==> src/sliding_window_receiver_macros.svh <==
// Assertion macros used by the sliding window receiver top level.
`ifndef SLIDING_WINDOW_RECEIVER_MACROS_SVH
`define SLIDING_WINDOW_RECEIVER_MACROS_SVH

// Same-cycle implication, disabled while reset is held.
`define SWR_ASSERT_NOW(label, clk, rst_n, ante, cons, msg) \
    label: assert property (@(posedge clk) disable iff (!(rst_n)) (ante) |-> (cons)) \
        else $error(msg);

// Next-cycle implication, disabled while reset is held.
`define SWR_ASSERT_NEXT(label, clk, rst_n, ante, cons, msg) \
    label: assert property (@(posedge clk) disable iff (!(rst_n)) (ante) |=> (cons)) \
        else $error(msg);

`endif

==> src/swr_pkg.sv <==
// Types and constants of the sliding window receiver.
`timescale 1ns / 1ps

package swr_pkg;

    localparam int WIN_MAX = 64;
    localparam int WIN_W   = ($clog2(WIN_MAX + 1) > 7) ? $clog2(WIN_MAX + 1) : 7;
    localparam int SLOT_W  = (WIN_MAX > 1) ? $clog2(WIN_MAX) : 1;
    localparam int SEQ_W   = 31;

    localparam logic [6:0] WIN_RESET = 7'd8;

    localparam logic REQ_SEGMENT = 1'b0;
    localparam logic REQ_CONSUME = 1'b1;

    localparam logic [1:0] KIND_ACK     = 2'd0;
    localparam logic [1:0] KIND_DELIVER = 2'd1;
    localparam logic [1:0] KIND_NONE    = 2'd2;

    localparam logic [31:0] SEQ_PROBE   = 32'hFFFF_FFFE;
    localparam logic [31:0] SEQ_FIN     = 32'hFFFF_FFF8;
    localparam logic [31:0] SEQ_FINAL   = 32'hFFFF_FFF7;
    localparam logic [31:0] ACK_CLOSING = 32'hFFFF_FFF6;

    typedef struct packed {
        logic               req_type;
        logic signed [31:0] seq_number;
        logic [31:0]        send_stamp;
    } t_item;

    typedef struct packed {
        logic [1:0]         result_kind;
        logic signed [31:0] ack_number;
        logic [6:0]         window_advert;
        logic [31:0]        echo_stamp;
        logic               accepted;
        logic [5:0]         buffer_slot;
        logic [30:0]        delivered_seq;
    } t_result;

endpackage

==> src/sliding_window_receiver.sv <==
// Top level of the sliding window receiver.
// Usage:
// The input channel (i_in_valid / o_in_ready) carries one item per handshake: a
// segment (i_req_type 0) with its sequence number and sender timestamp, or a
// consume request (i_req_type 1) that releases the oldest buffered slot.
// The output channel (o_out_valid / i_out_ready) returns exactly one result per
// item: an acknowledgement, a delivered segment or a nothing-to-deliver notice.
// The user must write the window size through i_cfg_we / i_cfg_wdata only while
// no item is in flight; the block itself does not enforce this. It takes effect for the next item.
// An item taken at a clock edge is held in the input register, updated against
// the receiver state and held again in the result register, which drives the
// output. Throughput is one item per cycle while the output is not stalled, set
// by the state update between the input register and the result register.
// When the consumer holds i_out_ready low, the result register keeps its item
// and the input register keeps the next one, so two items can wait; then
// o_in_ready drops until the output drains.
// A synchronous reset clears all sequence, slot and flag state, empties both
// registers and restores a window of eight slots.
`timescale 1ns / 1ps
`include "sliding_window_receiver_macros.svh"

module sliding_window_receiver (
    input  logic               i_clk,
    input  logic               i_rst_n,
    input  logic               i_cfg_we,
    input  logic [6:0]         i_cfg_wdata,
    input  logic               i_in_valid,
    output logic               o_in_ready,
    input  logic               i_req_type,
    input  logic signed [31:0] i_seq_number,
    input  logic [31:0]        i_send_stamp,
    output logic               o_out_valid,
    input  logic               i_out_ready,
    output logic [1:0]         o_result_kind,
    output logic signed [31:0] o_ack_number,
    output logic [6:0]         o_window_advert,
    output logic [31:0]        o_echo_stamp,
    output logic               o_accepted,
    output logic [5:0]         o_buffer_slot,
    output logic [30:0]        o_delivered_seq
);

    swr_pkg::t_item   w_in_item;
    swr_pkg::t_item   w_reg_item;
    swr_pkg::t_result w_eng_result;
    swr_pkg::t_result w_out_result;
    logic             w_reg_valid;
    logic             w_advance;
    logic             w_fire;

    assign w_in_item.req_type   = i_req_type;
    assign w_in_item.seq_number = i_seq_number;
    assign w_in_item.send_stamp = i_send_stamp;

    assign w_fire = w_reg_valid && w_advance;

    swr_in_reg u_in_reg (
        .i_clk     (i_clk),
        .i_rst_n   (i_rst_n),
        .i_valid   (i_in_valid),
        .o_ready   (o_in_ready),
        .i_item    (w_in_item),
        .i_advance (w_advance),
        .o_valid   (w_reg_valid),
        .o_item    (w_reg_item)
    );

    swr_engine u_engine (
        .i_clk       (i_clk),
        .i_rst_n     (i_rst_n),
        .i_cfg_we    (i_cfg_we),
        .i_cfg_wdata (i_cfg_wdata),
        .i_fire      (w_fire),
        .i_item      (w_reg_item),
        .o_result    (w_eng_result)
    );

    swr_out_reg u_out_reg (
        .i_clk     (i_clk),
        .i_rst_n   (i_rst_n),
        .i_load    (w_fire),
        .i_result  (w_eng_result),
        .o_advance (w_advance),
        .o_valid   (o_out_valid),
        .i_ready   (i_out_ready),
        .o_result  (w_out_result)
    );

    assign o_result_kind   = w_out_result.result_kind;
    assign o_ack_number    = w_out_result.ack_number;
    assign o_window_advert = w_out_result.window_advert;
    assign o_echo_stamp    = w_out_result.echo_stamp;
    assign o_accepted      = w_out_result.accepted;
    assign o_buffer_slot   = w_out_result.buffer_slot;
    assign o_delivered_seq = w_out_result.delivered_seq;

    `SWR_ASSERT_NEXT(a_fire_gives_result, i_clk, i_rst_n, w_fire, o_out_valid,
        "processed item did not produce a result")

    `SWR_ASSERT_NOW(a_accept_is_ack, i_clk, i_rst_n, o_out_valid && o_accepted,
        o_result_kind == swr_pkg::KIND_ACK, "accepted flag on a non-acknowledgement")

    `SWR_ASSERT_NOW(a_none_is_empty, i_clk, i_rst_n,
        o_out_valid && (o_result_kind == swr_pkg::KIND_NONE),
        (o_ack_number == 32'sd0) && (o_window_advert == 7'd0) && (o_buffer_slot == 6'd0),
        "nothing-to-deliver result carries data")

    `SWR_ASSERT_NOW(a_deliver_clean, i_clk, i_rst_n,
        o_out_valid && (o_result_kind == swr_pkg::KIND_DELIVER),
        (o_ack_number == 32'sd0) && (o_window_advert == 7'd0) && !o_accepted,
        "delivery result carries acknowledgement fields")

endmodule

==> src/swr_in_reg.sv <==
// Input register stage that holds one accepted item for the engine.
`timescale 1ns / 1ps

module swr_in_reg (
    input  logic           i_clk,
    input  logic           i_rst_n,
    input  logic           i_valid,
    output logic           o_ready,
    input  swr_pkg::t_item i_item,
    input  logic           i_advance,
    output logic           o_valid,
    output swr_pkg::t_item o_item
);

    logic           r_valid;
    logic           n_valid;
    swr_pkg::t_item r_item;
    logic           w_load;

    assign o_ready = !r_valid || i_advance;
    assign w_load  = i_valid && o_ready;

    always_comb begin
        n_valid = r_valid;
        if (w_load) begin
            n_valid = 1'b1;
        end else if (i_advance) begin
            n_valid = 1'b0;
        end
    end

    always_ff @(posedge i_clk) begin
        if (!i_rst_n) begin
            r_valid <= 1'b0;
        end else begin
            r_valid <= n_valid;
        end
        if (w_load) begin
            r_item <= i_item;
        end
    end

    assign o_valid = r_valid;
    assign o_item  = r_item;

endmodule

==> src/swr_engine.sv <==
// Receiver state and the single-pass update for one item.
`timescale 1ns / 1ps

module swr_engine (
    input  logic             i_clk,
    input  logic             i_rst_n,
    input  logic             i_cfg_we,
    input  logic [6:0]       i_cfg_wdata,
    input  logic             i_fire,
    input  swr_pkg::t_item   i_item,
    output swr_pkg::t_result o_result
);

    logic [6:0]                   r_window_size;
    logic [swr_pkg::SEQ_W-1:0]    r_expected;
    logic [swr_pkg::SEQ_W-1:0]    n_expected;
    logic [swr_pkg::SEQ_W-1:0]    r_consumed;
    logic [swr_pkg::SEQ_W-1:0]    n_consumed;
    logic [swr_pkg::SLOT_W-1:0]   r_expect_slot;
    logic [swr_pkg::SLOT_W-1:0]   n_expect_slot;
    logic [swr_pkg::SLOT_W-1:0]   r_consume_slot;
    logic [swr_pkg::SLOT_W-1:0]   n_consume_slot;
    logic [swr_pkg::WIN_MAX-1:0]  r_slot_full;
    logic [swr_pkg::WIN_MAX-1:0]  n_slot_full;
    logic                         r_probe;
    logic                         n_probe;
    logic                         r_fin;
    logic                         n_fin;
    logic                         r_final;
    logic                         n_final;
    logic [31:0]                  r_last_stamp;
    logic [31:0]                  n_last_stamp;
    logic [6:0]                   r_last_window;
    logic [6:0]                   n_last_window;

    logic [swr_pkg::WIN_W-1:0]    w_win;
    logic [swr_pkg::WIN_W-1:0]    w_pos_c;
    logic [swr_pkg::WIN_W-1:0]    w_pos_e;
    logic [swr_pkg::WIN_W-1:0]    w_pos_c_inc;
    logic [swr_pkg::WIN_W-1:0]    w_pos_e_inc;
    logic [swr_pkg::SEQ_W-1:0]    w_out_cur;
    logic [swr_pkg::SEQ_W-1:0]    w_out_new;
    logic [swr_pkg::SEQ_W-1:0]    w_win_seq;
    logic [swr_pkg::SEQ_W-1:0]    w_free;
    logic [6:0]                   w_fresh;
    swr_pkg::t_result             w_res;

    always_comb begin
        w_win = swr_pkg::WIN_W'(r_window_size);
        if (r_window_size == 7'd0) begin
            w_win = swr_pkg::WIN_W'(1);
        end else if (swr_pkg::WIN_W'(r_window_size) > swr_pkg::WIN_W'(swr_pkg::WIN_MAX)) begin
            w_win = swr_pkg::WIN_W'(swr_pkg::WIN_MAX);
        end
        w_win_seq = swr_pkg::SEQ_W'(w_win);

        // Slot positions at or beyond the window restart at zero.
        w_pos_c = swr_pkg::WIN_W'(r_consume_slot);
        if (w_pos_c >= w_win) begin
            w_pos_c = '0;
        end
        w_pos_e = swr_pkg::WIN_W'(r_expect_slot);
        if (w_pos_e >= w_win) begin
            w_pos_e = '0;
        end
        w_pos_c_inc = w_pos_c + swr_pkg::WIN_W'(1);
        if (w_pos_c_inc >= w_win) begin
            w_pos_c_inc = '0;
        end
        w_pos_e_inc = w_pos_e + swr_pkg::WIN_W'(1);
        if (w_pos_e_inc >= w_win) begin
            w_pos_e_inc = '0;
        end

        w_out_cur = r_expected - r_consumed;

        n_expected     = r_expected;
        n_consumed     = r_consumed;
        n_expect_slot  = r_expect_slot;
        n_consume_slot = r_consume_slot;
        n_slot_full    = r_slot_full;
        n_probe        = r_probe;
        n_fin          = r_fin;
        n_final        = r_final;
        n_last_stamp   = r_last_stamp;
        n_last_window  = r_last_window;
        w_res          = '0;

        if (i_item.req_type == swr_pkg::REQ_CONSUME) begin
            if (w_out_cur != '0 && r_slot_full[w_pos_c[swr_pkg::SLOT_W-1:0]]) begin
                n_slot_full[w_pos_c[swr_pkg::SLOT_W-1:0]] = 1'b0;
                w_res.result_kind   = swr_pkg::KIND_DELIVER;
                w_res.buffer_slot   = 6'(w_pos_c);
                w_res.delivered_seq = r_consumed;
                n_consumed          = r_consumed + swr_pkg::SEQ_W'(1);
                n_consume_slot      = w_pos_c_inc[swr_pkg::SLOT_W-1:0];
            end else begin
                w_res.result_kind = swr_pkg::KIND_NONE;
            end
        end else begin
            w_res.result_kind = swr_pkg::KIND_ACK;
            if (i_item.seq_number == swr_pkg::SEQ_PROBE) begin
                n_probe = 1'b1;
            end else if (i_item.seq_number == swr_pkg::SEQ_FIN) begin
                n_fin = 1'b1;
            end else if (i_item.seq_number == swr_pkg::SEQ_FINAL) begin
                n_final = 1'b1;
            end else if (i_item.seq_number == {1'b0, r_expected}) begin
                if (!r_slot_full[w_pos_e[swr_pkg::SLOT_W-1:0]]) begin
                    n_slot_full[w_pos_e[swr_pkg::SLOT_W-1:0]] = 1'b1;
                    w_res.accepted    = 1'b1;
                    w_res.buffer_slot = 6'(w_pos_e);
                    n_expected        = r_expected + swr_pkg::SEQ_W'(1);
                    n_expect_slot     = w_pos_e_inc[swr_pkg::SLOT_W-1:0];
                    n_last_stamp      = i_item.send_stamp;
                end
            end
        end

        w_out_new = n_expected - r_consumed;
        w_free    = (w_out_new >= w_win_seq) ? '0 : w_win_seq - w_out_new;
        w_fresh   = w_free[6:0];

        if (i_item.req_type == swr_pkg::REQ_SEGMENT) begin
            if (n_probe) begin
                w_res.ack_number    = swr_pkg::SEQ_PROBE;
                w_res.window_advert = w_fresh;
                n_last_window       = w_fresh;
                if (w_fresh != 7'd0) begin
                    n_probe = 1'b0;
                end
            end else if (n_fin && !n_final) begin
                w_res.ack_number    = swr_pkg::SEQ_FINAL;
                w_res.window_advert = r_last_window;
            end else if (n_final) begin
                w_res.ack_number    = swr_pkg::ACK_CLOSING;
                w_res.window_advert = r_last_window;
            end else begin
                w_res.ack_number    = {1'b0, n_expected};
                w_res.window_advert = w_fresh;
                n_last_window       = w_fresh;
            end
            w_res.echo_stamp = n_last_stamp;
        end
    end

    always_ff @(posedge i_clk) begin
        if (!i_rst_n) begin
            r_window_size  <= swr_pkg::WIN_RESET;
            r_expected     <= '0;
            r_consumed     <= '0;
            r_expect_slot  <= '0;
            r_consume_slot <= '0;
            r_slot_full    <= '0;
            r_probe        <= 1'b0;
            r_fin          <= 1'b0;
            r_final        <= 1'b0;
            r_last_stamp   <= '0;
            r_last_window  <= '0;
        end else begin
            if (i_cfg_we) begin
                r_window_size <= i_cfg_wdata;
            end
            if (i_fire) begin
                r_expected     <= n_expected;
                r_consumed     <= n_consumed;
                r_expect_slot  <= n_expect_slot;
                r_consume_slot <= n_consume_slot;
                r_slot_full    <= n_slot_full;
                r_probe        <= n_probe;
                r_fin          <= n_fin;
                r_final        <= n_final;
                r_last_stamp   <= n_last_stamp;
                r_last_window  <= n_last_window;
            end
        end
    end

    assign o_result = w_res;

endmodule

==> src/swr_out_reg.sv <==
// Result register stage that holds one result until the consumer takes it.
`timescale 1ns / 1ps

module swr_out_reg (
    input  logic             i_clk,
    input  logic             i_rst_n,
    input  logic             i_load,
    input  swr_pkg::t_result i_result,
    output logic             o_advance,
    output logic             o_valid,
    input  logic             i_ready,
    output swr_pkg::t_result o_result
);

    logic             r_valid;
    logic             n_valid;
    swr_pkg::t_result r_result;

    assign o_advance = !r_valid || i_ready;

    always_comb begin
        n_valid = r_valid;
        if (i_load) begin
            n_valid = 1'b1;
        end else if (i_ready) begin
            n_valid = 1'b0;
        end
    end

    always_ff @(posedge i_clk) begin
        if (!i_rst_n) begin
            r_valid <= 1'b0;
        end else begin
            r_valid <= n_valid;
        end
        if (i_load) begin
            r_result <= i_result;
        end
    end

    assign o_valid  = r_valid;
    assign o_result = r_result;

endmodule

==> config.mk <==
export PLATFORM = sky130hd
export DESIGN_NAME = sliding_window_receiver
export DESIGN_NICKNAME = d
export VERILOG_FILES = /design/src/swr_pkg.sv /design/src/sliding_window_receiver.sv /design/src/swr_in_reg.sv /design/src/swr_engine.sv /design/src/swr_out_reg.sv
export VERILOG_INCLUDE_DIRS = /design/src /design/src/src
export SDC_FILE = /design/constraint.sdc
export NUM_CORES = 1
export LEC_CHECK = 0
export BUFFER_PORTS_ARGS = -buffer_cell sky130_fd_sc_hd__buf_4
export CORE_AREA = 5 5 275 277
export CTS_CLUSTER_DIAMETER = 80
export DETAILED_ROUTE_END_ITERATION = 7
export DIE_AREA = 0 0 280 282
export PLACE_DENSITY_LB_ADDON = 0.25
export REMOVE_ABC_BUFFERS = 1
export SYNTH_ARGS = -nofsm -noshare
export SYNTH_HDL_FRONTEND = slang
export SYNTH_SLANG_ARGS = --single-unit
==> constraint.sdc <==
create_clock -name i_clk -period 18.45 [get_ports i_clk]
set_input_delay 0 -clock i_clk [delete_from_list [all_inputs] [get_ports i_clk]]
set_output_delay 0 -clock i_clk [all_outputs]
set_load 0.01 [all_outputs]
==> summary.txt <==
Status
  – Status: finished clean

Power and ir drop
  – Pwr dens: 74.8 nW/um^2
  – Total power: roughly 2.0 mW
  – Max VDD drop: just over 0.06 mV
  – Lkg Pwr: between 10 and 15 nW

Clock tree
  – Max clock buf depth: 3
  – Clock sink total: about 370
  – CTS Hold Bufs: between 80 and 90
  – CTS root buf: clkbuf_16
  – Total setup buffers inserted after CTS: 0
  – Reg clk slew, reported paths: ~0.06 ns
  – Clk_lat worst skew: 0.60 ns
  – Cts repair resizes: 0
  – CTS tree: built
  – H-tree depth: 2
  – TritonCTS Buffers: 46

Worst hold path
  – Worst hold path class: primary input to flip-flop
  – Hold Crit Depth: 2

Synth
  – Post-synth EDFFs: around 180
  – Register area share after synthesis: a little over two fifths
  – Most used DFF post-synth: dfxtp_1
  – Synth Cell Area: about 22000 sq um
  – Post-synth top area cell: edfxtp_1
  – Synth area leaders: edfxtp_1, dfxtp_1, ha_1
  – Seq cells post-synth: roughly 370
  – Syn Inst Count: about 2400
  – Asr flop ratio synth: 0%
  – Syn avg cell area: just over 9 sq um
  – Number of synthesis warnings: 0
  – Post-synth top area share: between 20% and 30%
  – Synth cell types: slightly above 100

Critical path
  – CP Data Arrival Time: approximately 11 ns
  – Worst setup SP type: flip-flop
  – WS Path Type: flip-flop to flip-flop
  – Max incr delay on CP: 1.00 ns
  – CP max FO: 47
  – Crit path capture type: flip-flop
  – Most frequent CP cell: ha_1
  – CP Data Required Time: 18.98 ns
  – FF-to-FF path depth: 31
  – CP max-delay cell: nor2_2

Floorplanning
  – Die ar.: 79000 sq um
  – Die Height: 282 um
  – Area of the core: about 73000 sq um
  – Initial Utilization: about 30%
  – Die Wd: 280 um
  – Rows: 99
  – Ports: 190

Timing
  – F_max: approximately 100 MHz
  – Final slew viol count: 0
  – Clock skew: 0.0274 ns
  – Worst Tran Pin Value: about 1.2 ns
  – Final Cycle Share: 54.3%
  – Min Tclk post-route: roughly 10 ns
  – Final Hold Slack: around 0.13 ns
  – Setup TNS Final: 0 ns
  – Final Hold Fails: 0
  – RSZ-0062 raised after global routing: no
  – Max-Slew Margin vs Limit: between 15 and 20%
  – # setup viols final: 0

Cells and area
  – Final nets: about 2700
  – Area grow syn2layout: 21.3%
  – Share of post-route cells with drive strength above 1: 14.0%
  – Design area: 26300 sq um
  – Commonest cells after routing, fill and taps aside: nor2_1, buf_4, dfxtp_1
  – Utilization after layout: between 30% and 40%
  – Commonest non-fill, non-tap cell in the layout: nor2_1

Routing
  – WL per Instance: approximately 23 um
  – Iteration-0 DRC count of the detailed router: approximately 1900
  – Residual DRC count: 0
  – WL final: 82100 um
  – ANT nets after route: 0
  – 1st-pass router iterations: 6
  – Via/cell ratio: between 5 and 6
  – Detailed-route via count: just under 20000

Global routing
  – Total congestion overflow: 0
  – Initial antenna violation count: 9
  – Largest net degree at the start of global routing: 85
  – First-pass GRT wire length: about 120000 um
  – Total Routing Usage GR: 20.0%
  – Vias in the first global route: around 19000

Placed design
  – Placed inst area: ~24000 sq um
  – Hpwl dp: roughly 60000 um
  – GPL Wtd Cong: between 0.9 and 1
  – Port Buffer Count: roughly 190

Flow run
  – Max-Cap Viols: 0
[Yosys cell counts (all sizes together) (15+ instances only)]
library cell,n
a21o,37
a21oi,142
a31oi,40
and2,18
and3,34
buf,48
clkbuf,87
dfxtp,189
edfxtp,176
ha,103
inv,80
mux2,15
mux2i,95
nand2,186
nand2b,23
nand3,84
nand4,48
nor2,279
nor2b,16
nor3,52
nor4,23
o21a,20
o21ai,139
o22ai,19
o31ai,26
or3,36
xnor2,66
xor2,75
[stage by stage]
stage / setup slack (ns) / instances
2_1_floorplan: 9.25 / 2217
4_1_cts: 8.39 / 3558
3_3_place_gp: 8.61 / 3389
3_5_place_dp: 8.45 / 3389
6_report: 8.44 / 3565
5_1_grt: 7.44 / 3563
[cells by family (layout without fill, tap and decap cells)]
family                   count (synthesis)  count (layout)  synth area share (%)
other                                    0               7                     0
AND/OR/NAND/NOR                        846             846                  19.2
flip-flops                             365             365                  41.9
adder cells (fa/ha/maj)                105             105                  6.14
buffers and inverters                  217             464                  4.34
XOR/XNOR                               142             142                  5.81
multiplexers                           111             111                  5.28
AO/OA/AOI/OAI                          566             566                  17.4
[sequential cells by signal, summed over array words and instances (netlist names)]
name                     flops
u_engine.r_consume_slot      6
u_engine.r_consumed         31
u_engine.r_expect_slot       6
u_engine.r_expected         31
u_engine.r_fin               1
u_engine.r_final             1
u_engine.r_last_stamp       32
u_engine.r_last_window       7
u_engine.r_probe             1
u_engine.r_slot_full        64
u_engine.r_window_size       7
u_in_reg.o_item             65
u_in_reg.o_valid             1
u_out_reg.o_result         111
u_out_reg.o_valid            1
[power by group]
| part | switching [mW] | internal (mW) | total [mW] |
|---|---|---|---|
| logic | 0.0864 | 0.0602 | 0.147 |
| clock network | 0.378 | 0.561 | 0.939 |
| registers | 0.0106 | 0.869 | 0.880 |
| total | 0.475 | 1.49 | 1.97 |
[per-layer routing]
| metal | global-route usage (%) | wire length [um] |
|---|---|---|
| met1 | 26.8 | 36100 |
| met2 | 31.3 | 36400 |
| met3 | 4.37 | 5890 |
| met4 | 8.23 | 3670 |
| met5 | 0 | 12 |
[layout make-up]
class / instances / area (sq um)
fillers: 7449 / 46300
multi-input cells: 1770 / 11700
flip-flops and latches: 365 / 9070
repair buffers: 296 / 2430
clock buffers: 64 / 1320
well taps: 959 / 1200
inverters: 82 / 315
clock inverters: 22 / 258
diodes: 7 / 17.5
[worst paths after layout]
check                                 start                        end  slack (ns)
hold reg to reg   u_engine.r_last_window[2]  u_engine.r_last_window[2]        0.46
setup reg to reg  u_engine.r_window_size[6]  u_engine.r_last_window[2]        8.44
hold / removal             i_send_stamp[14]        u_in_reg.o_item[14]        0.13
setup / recovery  u_engine.r_window_size[6]  u_engine.r_last_window[2]        8.44
[critical path: cells and delay by family (launching register included)]
family          cells  cell delay (ns)
compound gates      9             1.91
xor+xnor            2             0.39
fa+ha+maj           4             1.30
buf+inv             3             0.47
flops               1             0.37
simple gates       13             5.46
Note: power is estimated with default switching activity, not from simulation.
